## config.mk

```make
export PLATFORM = sky130hd
export DESIGN_NAME = iteration_count_colorizer
export DESIGN_NICKNAME = d
export VERILOG_FILES = /design/src/rtl/core/icc_pkg.sv /design/src/rtl/core/icc_div_cell.sv /design/src/rtl/core/iteration_count_colorizer.sv
export SDC_FILE = /design/constraint.sdc
export NUM_CORES = 1
export LEC_CHECK = 0
export ABC_AREA = 1
export BUFFER_PORTS_ARGS = -buffer_cell sky130_fd_sc_hd__buf_2
export CORE_ASPECT_RATIO = 1.75
export CORE_UTILIZATION = 59
export DETAILED_ROUTE_END_ITERATION = 7
export GPL_ROUTABILITY_DRIVEN = 0
export PLACE_DENSITY = 0.78
export SLEW_MARGIN = 10
export SYNTH_ARGS = -nofsm -noshare
export SYNTH_HDL_FRONTEND = slang
export SYNTH_HIERARCHICAL = 1
export SYNTH_SLANG_ARGS = --single-unit
```

## constraint.sdc

```tcl
create_clock -name clock -period 3.55 [get_ports clock]
set_clock_uncertainty 0.15 [all_clocks]
set_input_delay 0.355 -clock clock [delete_from_list [all_inputs] [get_ports clock]]
set_output_delay 0.355 -clock clock [all_outputs]
set_load 0.02 [all_outputs]
```

## src/rtl/core/icc_pkg.sv

```systemverilog
`default_nettype none

package icc_pkg;

   localparam int unsigned COUNT_W       = 8;
   localparam int unsigned CHAN_W        = 8;
   localparam int unsigned DVD_W         = 16;
   localparam int unsigned QUO_W         = 11;
   localparam int unsigned SECTOR_STAGES = 11;
   localparam int unsigned SCALE_STAGES  = 8;
   localparam logic [COUNT_W-1:0] MAX_ITER_RESET = 8'd100;
   localparam logic [CHAN_W-1:0]  CHAN_FULL      = 8'd255;

   // hue sectors, named after the channel that ramps
   typedef enum logic [2:0] {
      SEC_GREEN_UP = 3'd0,
      SEC_RED_DOWN = 3'd1,
      SEC_BLUE_UP  = 3'd2,
      SEC_GREEN_DN = 3'd3,
      SEC_RED_UP   = 3'd4,
      SEC_BLUE_DN  = 3'd5
   } sector_type;

   typedef struct packed {
      logic                valid;
      logic                nonzero;
      sector_type          sector;
      logic [COUNT_W-1:0]  rem;
      logic [DVD_W-1:0]    dvd;
      logic [QUO_W-1:0]    quo;
   } stage_type;

endpackage

`default_nettype wire

```

## src/rtl/core/icc_div_cell.sv

```systemverilog
`default_nettype none

module icc_div_cell (
   input  wire logic                         clock,
   input  wire logic                         reset,
   input  wire logic                         advance,
   input  wire logic [icc_pkg::COUNT_W-1:0]  divisor,
   input  wire icc_pkg::stage_type           stage_i,
   output icc_pkg::stage_type                stage_o
);

   icc_pkg::stage_type stage_ff, stage_in;
   logic [icc_pkg::COUNT_W:0] trial;
   logic [icc_pkg::COUNT_W:0] diff;
   logic                      ge;

   // one restoring division step
   always_comb begin
      trial    = {stage_i.rem, stage_i.dvd[icc_pkg::DVD_W-1]};
      diff     = trial - {1'b0, divisor};
      ge       = (trial >= {1'b0, divisor});
      stage_in = stage_i;
      stage_in.rem = ge ? diff[icc_pkg::COUNT_W-1:0] : trial[icc_pkg::COUNT_W-1:0];
      stage_in.dvd = {stage_i.dvd[icc_pkg::DVD_W-2:0], 1'b0};
      stage_in.quo = {stage_i.quo[icc_pkg::QUO_W-2:0], ge};
   end

   always_ff @(posedge clock) begin
      if (reset) begin
         stage_ff <= '0;
      end else if (advance) begin
         stage_ff <= stage_in;
      end
   end

   assign stage_o = stage_ff;

endmodule

`default_nettype wire

```

## src/rtl/core/iteration_count_colorizer.sv

```systemverilog
`default_nettype none

// Escape-time colouriser: each transaction carries one iteration count and
// returns one RGB colour on the hue circle, hue = 360*count/max_iter at full
// saturation and value, zero count giving black, counts past max_iter held
// in the last sector. A new count is taken every cycle. The pipe holds 11
// division cells for sector and remainder, one scaling stage, 8 division
// cells for the ramp value and the output register. The pipeline only
// halts while a finished colour is stalled at the output. The user must
// write max_iter through csr_ while idle, unenforced; zero is treated as one.
module iteration_count_colorizer (
   input  wire logic                         clock,
   input  wire logic                         reset,
   input  wire logic                         req_valid,
   output      logic                         req_stall,
   input  wire logic [icc_pkg::COUNT_W-1:0]  req_iteration_count,
   output      logic                         rsp_valid,
   input  wire logic                         rsp_stall,
   output      logic [icc_pkg::CHAN_W-1:0]   rsp_red,
   output      logic [icc_pkg::CHAN_W-1:0]   rsp_green,
   output      logic [icc_pkg::CHAN_W-1:0]   rsp_blue,
   input  wire logic                         csr_write_enable,
   input  wire logic [icc_pkg::COUNT_W-1:0]  csr_write_data
);

   localparam int unsigned NS = icc_pkg::SECTOR_STAGES;
   localparam int unsigned NR = icc_pkg::SCALE_STAGES;

   logic [icc_pkg::COUNT_W-1:0] max_iter_ff;
   logic [icc_pkg::COUNT_W-1:0] divisor;
   logic                        advance;

   icc_pkg::stage_type sec_chain [NS+1];
   icc_pkg::stage_type scl_chain [NR+1];
   icc_pkg::stage_type scale_ff, scale_in;

   logic [icc_pkg::QUO_W-1:0]   six;
   logic [icc_pkg::DVD_W-1:0]   prod;

   logic                        rsp_valid_ff, rsp_valid_in;
   logic [icc_pkg::CHAN_W-1:0]  red_ff, red_in;
   logic [icc_pkg::CHAN_W-1:0]  green_ff, green_in;
   logic [icc_pkg::CHAN_W-1:0]  blue_ff, blue_in;
   logic [icc_pkg::CHAN_W-1:0]  rise;
   logic [icc_pkg::CHAN_W-1:0]  fall;

   // configuration register
   always_ff @(posedge clock) begin
      if (reset) begin
         max_iter_ff <= icc_pkg::MAX_ITER_RESET;
      end else if (csr_write_enable) begin
         max_iter_ff <= csr_write_data;
      end
   end

   // zero limit behaves as one
   assign divisor = (max_iter_ff == '0) ? {{(icc_pkg::COUNT_W-1){1'b0}}, 1'b1} : max_iter_ff;

   // whole pipe moves unless the output holds a stalled colour
   assign advance   = !(rsp_valid_ff && rsp_stall);
   assign req_stall = !advance;

   // 6n = 4n + 2n, left aligned in the dividend shifter
   always_comb begin
      six = {1'b0, req_iteration_count, 2'b00} + {2'b00, req_iteration_count, 1'b0};
      sec_chain[0]         = '0;
      sec_chain[0].valid   = req_valid;
      sec_chain[0].nonzero = (req_iteration_count != '0);
      sec_chain[0].sector  = icc_pkg::SEC_GREEN_UP;
      sec_chain[0].dvd     = {six, {(icc_pkg::DVD_W-icc_pkg::QUO_W){1'b0}}};
   end

   // sector division: one quotient bit per cell
   for (genvar i = 0; i < NS; i++) begin : g_sec
      icc_div_cell u_cell (
         .clock   (clock),
         .reset   (reset),
         .advance (advance),
         .divisor (divisor),
         .stage_i (sec_chain[i]),
         .stage_o (sec_chain[i+1])
      );
   end

   // clamp sector, form 255*rem = 256*rem - rem and restart the shifter
   always_comb begin
      prod     = {sec_chain[NS].rem, 8'h00} - {8'h00, sec_chain[NS].rem};
      scale_in = sec_chain[NS];
      if (sec_chain[NS].quo > icc_pkg::QUO_W'(icc_pkg::SEC_BLUE_DN)) begin
         scale_in.sector = icc_pkg::SEC_BLUE_DN;
      end else begin
         scale_in.sector = icc_pkg::sector_type'(sec_chain[NS].quo[2:0]);
      end
      // high byte is below the divisor since rem < max_iter
      scale_in.rem = prod[icc_pkg::DVD_W-1:icc_pkg::DVD_W-icc_pkg::COUNT_W];
      scale_in.dvd = {prod[icc_pkg::DVD_W-icc_pkg::COUNT_W-1:0], {icc_pkg::COUNT_W{1'b0}}};
      scale_in.quo = '0;
   end

   always_ff @(posedge clock) begin
      if (reset) begin
         scale_ff <= '0;
      end else if (advance) begin
         scale_ff <= scale_in;
      end
   end

   assign scl_chain[0] = scale_ff;

   // ramp division: 8 quotient bits, one per cell
   for (genvar j = 0; j < NR; j++) begin : g_scl
      icc_div_cell u_cell (
         .clock   (clock),
         .reset   (reset),
         .advance (advance),
         .divisor (divisor),
         .stage_i (scl_chain[j]),
         .stage_o (scl_chain[j+1])
      );
   end

   // fall = 255 - ceil(255*r/m), derived from rise and its remainder
   always_comb begin
      rise = scl_chain[NR].quo[icc_pkg::CHAN_W-1:0];
      fall = icc_pkg::CHAN_FULL - rise
           - {{(icc_pkg::CHAN_W-1){1'b0}}, (scl_chain[NR].rem != '0)};
      rsp_valid_in = scl_chain[NR].valid;
      red_in   = '0;
      green_in = '0;
      blue_in  = '0;
      if (scl_chain[NR].nonzero) begin
         unique case (scl_chain[NR].sector)
            icc_pkg::SEC_GREEN_UP: begin
               red_in   = icc_pkg::CHAN_FULL;
               green_in = rise;
            end
            icc_pkg::SEC_RED_DOWN: begin
               red_in   = fall;
               green_in = icc_pkg::CHAN_FULL;
            end
            icc_pkg::SEC_BLUE_UP: begin
               green_in = icc_pkg::CHAN_FULL;
               blue_in  = rise;
            end
            icc_pkg::SEC_GREEN_DN: begin
               green_in = fall;
               blue_in  = icc_pkg::CHAN_FULL;
            end
            icc_pkg::SEC_RED_UP: begin
               red_in   = rise;
               blue_in  = icc_pkg::CHAN_FULL;
            end
            default: begin
               red_in   = icc_pkg::CHAN_FULL;
               blue_in  = fall;
            end
         endcase
      end
   end

   // output register, holds while stalled
   always_ff @(posedge clock) begin
      if (reset) begin
         rsp_valid_ff <= 1'b0;
      end else if (advance) begin
         rsp_valid_ff <= rsp_valid_in;
      end
   end

   always_ff @(posedge clock) begin
      if (advance) begin
         red_ff   <= red_in;
         green_ff <= green_in;
         blue_ff  <= blue_in;
      end
   end

   assign rsp_valid = rsp_valid_ff;
   assign rsp_red   = red_ff;
   assign rsp_green = green_ff;
   assign rsp_blue  = blue_ff;

endmodule

`default_nettype wire

```

==> results of run 1 <==
worst max-delay path, cell delays in order:
cell           delay [ns]
dlygate4sd3_1        0.52
buf_2                0.12
ha_1                 0.17
inv_1                0.05
fa_1                 0.40
inv_1                0.09
nand4_1              0.11
o211ai_1             0.15
a21o_1               0.16
inv_1                0.05
ha_1                 0.20
fa_1                 0.41
inv_1                0.09
a21oi_1              0.08
xnor2_1              0.13
nand2_1              0.08
nand2_1              0.05
o21ai_1              0.11
inv_1                0.05
path summary, 6_finish.rpt:
kind | slack (ns) | depth (start not counted) | to | start
max | 0.50 | 19 | g_sec[0].u_cell/stage_o[31]$_SDFFE_PP0P_ | req_iteration_count[0]
min | 0.01 | 3 | max_iter_ff[5]$_SDFFE_PP1P_ | csr_write_enable
max reg2reg | 0.83 | 14 | g_scl[7].u_cell/stage_o[31]$_SDFFE_PP0P_ | max_iter_ff[7]$_SDFFE_PP0P_
min reg2reg | 0.31 | 2 | g_sec[7].u_cell/stage_o[26]$_SDFFE_PP0P_ | g_sec[6].u_cell/stage_o[25]$_SDFFE_PP0P_
what timing repair did:
action,4_1_cts,5_1_grt
hold endpoints to repair,10,0
resized for setup,0,0
hold buffers,11,0
state kept, by name (all words and copies together) (netlist names):
| signal | cells |
|---|---|
| rsp_valid | 1 |
| max_iter_ff | 8 |
| g_sec.u_cell/stage_o | 231 |
| scale_ff | 21 |
| g_scl.u_cell/stage_o | 168 |
| rsp_green | 8 |
| rsp_blue | 8 |
| rsp_red | 8 |
through the flow:
step,cell area (sq um),setup slack [ns]
floorplan,28360,0.2472
global placement,28490,0.4869
detailed placement,28490,0.4530
CTS,30160,0.5106
global route,30160,0.2764
finish,30160,0.5029
routing by layer:
layer	vias up	global-route usage, %	wire length, um
li1	13142	-	-
met1	11764	27.22	25720
met2	489	56.37	37460
met3	257	2.792	1854
met4	0	17.86	4452
met5	-	0	0
final cells by class:
type / instances / area, sq um
clock buffers: 53 / 1204
inverters: 611 / 2293
fillers: 4291 / 17010
well taps: 588 / 735.7
multi-input cells: 2993 / 15580
flip-flops and latches: 453 / 9310
repair buffers: 90 / 673.1
clock inverters: 25 / 354.1
power breakdown:
group          internal, mW  switching, mW
Clock                  2.95           2.09
Sequential             6.02          0.810
Combinational          3.35           5.44
Total                  12.3           8.35
==> impl_metrics.csv, run 1 <==
group,metric,value,unit
floorplan,die_area,48870,sq um
sta,finalCritPeriodShare,85.83,%
drt,wl_per_cell,14.44,um
finish,area_growth,6.576,%
placed_design,dp_cells,4724,
finish,final_cell_mix,"nand2_1, inv_1, nor2_1",
global_route,grt_overflow,0,
global_route,antenna_found_initial,0,
cts,clock_sinks,453,
finish,fin_cells,4813,
synthesis,syn_area,28290,sq um
worst_setup_path,worstPathMaxFanout,3,
worst_setup_path,crit_type,"in2reg",
cts,clk_latency,0.57,ns
floorplan,die_w,167.5,um
drt,first_iter_violations,1345,
power_and_ir_drop,p_per_area,685.5,nW/um^2
power_and_ir_drop,ir_drop,438.8,uV
sta,final_max_slew_viol_count,0,
worst_setup_path,cp.arrival,3.37,ns
global_route,grt_max_degree,98,
sta,min_period,3.047,ns
cts,cts_tree,"yes",
power_and_ir_drop,cellLeakagePower,15.12,nW
floorplan,die_y,291.7,um
drt,num_vias,25652,
finish,n_antenna_cell,0,
drt,antenna_left,0,
drt,vias_per_cell,5.330,
sta,finalSetupTns,0,ns
sta,hold_viol_final,0,
sta,rsz0062_at_grt,"no",
finish,fin_util,63.94,%
floorplan,ioPinCount,47,
sta,finalSetupViolCount,0,
drt,routed_wirelength,69.49,mm
global_route,first_global_vias,24762,
cts,cts_setup_buffers,0,
cts,cts_buffer_depth,3,
placed_design,hpwl,50.58,mm
status,status,"complete, no violations",
cts,root_buffer,"clkbuf_16",
worst_setup_path,crit_required,3.87,ns
sta,fin_hold_ws,0.01398,ns
floorplan,start_util,59.99,%
drt,first_pass_iters,6,
cts,clk_pin_slew,0.07,ns
min_path,min_path_type,"in2reg",
cts,numCtsBuffers,43,
run,drv_cap,0,
finish,drive_gt1_share,8.260,%
floorplan,coreArea,47160,sq um
sta,max-slew-margin-rel,44.74,%
floorplan,rows,105,
synthesis,avgSynthCellArea,6.594,sq um
cts,htree_num_levels,2,
global_route,grt_pass1_wl,114.4,mm
worst_setup_path,cp-start-kind,"primary input",
sta,tightest_slew,0.8288,ns
global_route,grt_util_all_layers,28.32,%
finish,final_common_cell,"nand2_1",
synthesis,synthCells,4291,
placed_design,portBuffers,46,
synthesis,yosysWarnings,6,
finish,nets,4401,
worst_setup_path,critPathCaptureType,"flip-flop",
drt,route.detailed.drc,0,
power_and_ir_drop,power,20.67,mW
sta,max_freq,328.2,MHz
Note: power is estimated with default switching activity, not from simulation.
==> run 2: changes to the inputs <==
--- a/config.mk
+++ b/config.mk
@@ -7,11 +7,12 @@
 export LEC_CHECK = 0
 export ABC_AREA = 1
 export BUFFER_PORTS_ARGS = -buffer_cell sky130_fd_sc_hd__buf_2
-export CORE_ASPECT_RATIO = 1.75
-export CORE_UTILIZATION = 59
+export CORE_ASPECT_RATIO = 1.25
+export CORE_MARGIN = 2
+export CORE_UTILIZATION = 50
 export DETAILED_ROUTE_END_ITERATION = 7
 export GPL_ROUTABILITY_DRIVEN = 0
-export PLACE_DENSITY = 0.78
+export PLACE_DENSITY = 0.68
 export SLEW_MARGIN = 10
 export SYNTH_ARGS = -nofsm -noshare
 export SYNTH_HDL_FRONTEND = slang
==> run 2 against run 1 <==
Core utilization is 9.3 points lower. Die area rose by 20%. First-iteration DRC count is 14% higher. Sequential power about the same. Count of clock-buffer cells in the layout up 9. Largest cell class unchanged. Global-route usage is 4.2 points lower. Via count shrank 2.0%.
==> impl_metrics.csv, run 2 (synthesis results as in run 1) <==
group,metric,value,unit
floorplan,rows,97,
worst_setup_path,cp-start-kind,"primary input",
worst_setup_path,cp.arrival,3.41,ns
power_and_ir_drop,p_comb_share,41.4,%
cts,cts_buffer_depth,3,
floorplan,coreArea,55950,sq um
power_and_ir_drop,ir_drop,450.7,uV
sta,layout_setup_ws,0.4622,ns
floorplan,die_area,58520,sq um
finish,final_cell_mix,"nand2_1, inv_1, nor2_1",
worst_setup_path,max_stage_delay,0.52,ns
floorplan,die_w,216.8,um
run,drv_cap,0,
power_and_ir_drop,power,21.04,mW
worst_setup_path,crit_type,"in2reg",
global_route,antenna_found_initial,0,
drt,wl_per_cell,14.12,um
drt,antenna_left,0,
finish,fin_cells,4978,
cts,clock_sinks,453,
placed_design,hpwl,48.30,mm
cts,cts_tree,"yes",
sta,min_period,3.088,ns
power_and_ir_drop,p_per_area,688.6,nW/um^2
placed_design,place_ws,0.3850,ns
sta,rsz0062_at_grt,"no",
cts,cts_hold_buf,18,
global_route,first_global_vias,24082,
global_route,grt_max_degree,107,
worst_setup_path,slowest_stage,"dlygate4sd3_1",
min_path,min_path_type,"in2reg",
cts,cts_setup_buffers,0,
cts,clk_latency,0.60,ns
sta,max_freq,323.9,MHz
sta,hold_viol_final,0,
global_route,grt_util_all_layers,24.09,%
drt,vias_per_cell,5.050,
global_route,grt_pass1_wl,117.4,mm
worst_setup_path,crit_chain,"dlygate4sd3_1 > buf_2 > ha_1 > inv_1 > fa_1 > inv_1 > nand4_1 > o211ai_1 > a21o_1 > inv_1 > ha_1 > fa_1 > inv_1 > nand3_1 > nand3_1 > nand2_1 > nand2_1 > nand2_1 > nand3_1 > a21oi_1",
sta,final_max_slew_viol_count,0,
global_route,grt_overflow,0,
cts,htree_num_levels,2,
finish,drive_gt1_share,8.168,%
power_and_ir_drop,cellLeakagePower,15.21,nW
cts,root_buffer,"clkbuf_16",
finish,nets,4407,
floorplan,die_y,270.0,um
drt,first_pass_iters,5,
drt,route.detailed.drc,0,
power_and_ir_drop,pwr-share-clk,26.3,%
sta,max-slew-margin-rel,35.38,%
power_and_ir_drop,p_switching,8.343,mW
drt,first_iter_violations,1529,
drt,num_vias,25140,
worst_setup_path,critPathCaptureType,"flip-flop",
finish,n_antenna_cell,0,
power_and_ir_drop,swShare,39.65,%
cts,cts-resized-gates,0,
floorplan,start_util,50.57,%
worst_setup_path,crit_required,3.87,ns
finish,final_common_cell,"nand2_1",
placed_design,portBuffers,46,
sta,tightest_slew,0.9693,ns
status,status,"complete, no violations",
power_and_ir_drop,seqPwrFrac,32.4,%
placed_design,dp_cells,4872,
cts,numCtsBuffers,48,
worst_setup_path,worstPathMaxFanout,3,
finish,largest_reg_flops,231,
worst_setup_path,ff2ff_setup_slack,0.60,ns
sta,finalSetupViolCount,0,
drt,routed_wirelength,70.31,mm
power_and_ir_drop,intPower,12.70,mW
worst_setup_path,crit_path_frequent_cell,"inv_1",
sta,finalSetupTns,0,ns
cts,clk_pin_slew,0.06,ns
sta,finalCritPeriodShare,86.98,%
floorplan,ioPinCount,47,
finish,area_growth,7.982,%
run 2: power groups by stage:
stage                     Clock [mW]  Sequential [mW]  Combinational [mW]
final                           5.52             6.81                8.71
after global routing            5.86             6.90                9.97
after CTS                       5.63             6.80                8.69
after detailed placement           0             6.90                8.62
after global placement             0             6.90                8.53
after floorplan                    0             6.59                7.37
run 2: final cells by class:
class | count | area (sq um)
fill | 5542 | 25400
multi-input combinational | 2993 | 15580
sequential | 453 | 9310
inverter | 611 | 2293
clock buffer | 62 | 1325
tap | 742 | 928.4
timing repair buffer | 91 | 698.2
clock inverter | 26 | 412.9
run 2: through the flow:
step | cell area, sq um | utilization [%] | hold slack [ns]
floorplan | 28360 | - | 0.2741
detailed placement | 28640 | 51.18 | 0.2962
finish | 30550 | 54.61 | 0.07251
CTS | 30550 | 54.61 | 0.04390
global route | 30550 | 54.61 | 0.08349
global placement | 28640 | 51.18 | 0.2884
run 2: final timing paths:
| kind | start | endpoint | cells after the start |
|---|---|---|---|
| setup / recovery | req_iteration_count[0] | g_sec[0].u_cell/stage_o[33]$_SDFFE_PP0P_ | 20 |
| hold / removal | req_iteration_count[7] | g_sec[0].u_cell/stage_o[26]$_SDFFE_PP0P_ | 5 |
| setup reg to reg | max_iter_ff[7]$_SDFFE_PP0P_ | g_scl[7].u_cell/stage_o[30]$_SDFFE_PP0P_ | 14 |
| hold reg to reg | g_sec[5].u_cell/stage_o[25]$_SDFFE_PP0P_ | g_sec[6].u_cell/stage_o[26]$_SDFFE_PP0P_ | 2 |
run 2: per-layer routing:
layer	wire, um	up-vias	GRT usage (%)
li1	-	13154	-
met1	29580	11329	27.68
met2	34860	461	43.75
met3	2506	196	3.243
met4	3355	0	11.45
met5	0	-	0
run 2: critical path: cells and delay by family:
family,cells,cell delay [ns]
buffers and inverters,6,0.96
AOI/OAI and AO/OA,3,0.43
and+or+nand+nor,7,0.50
adders and majority gates,4,1.16
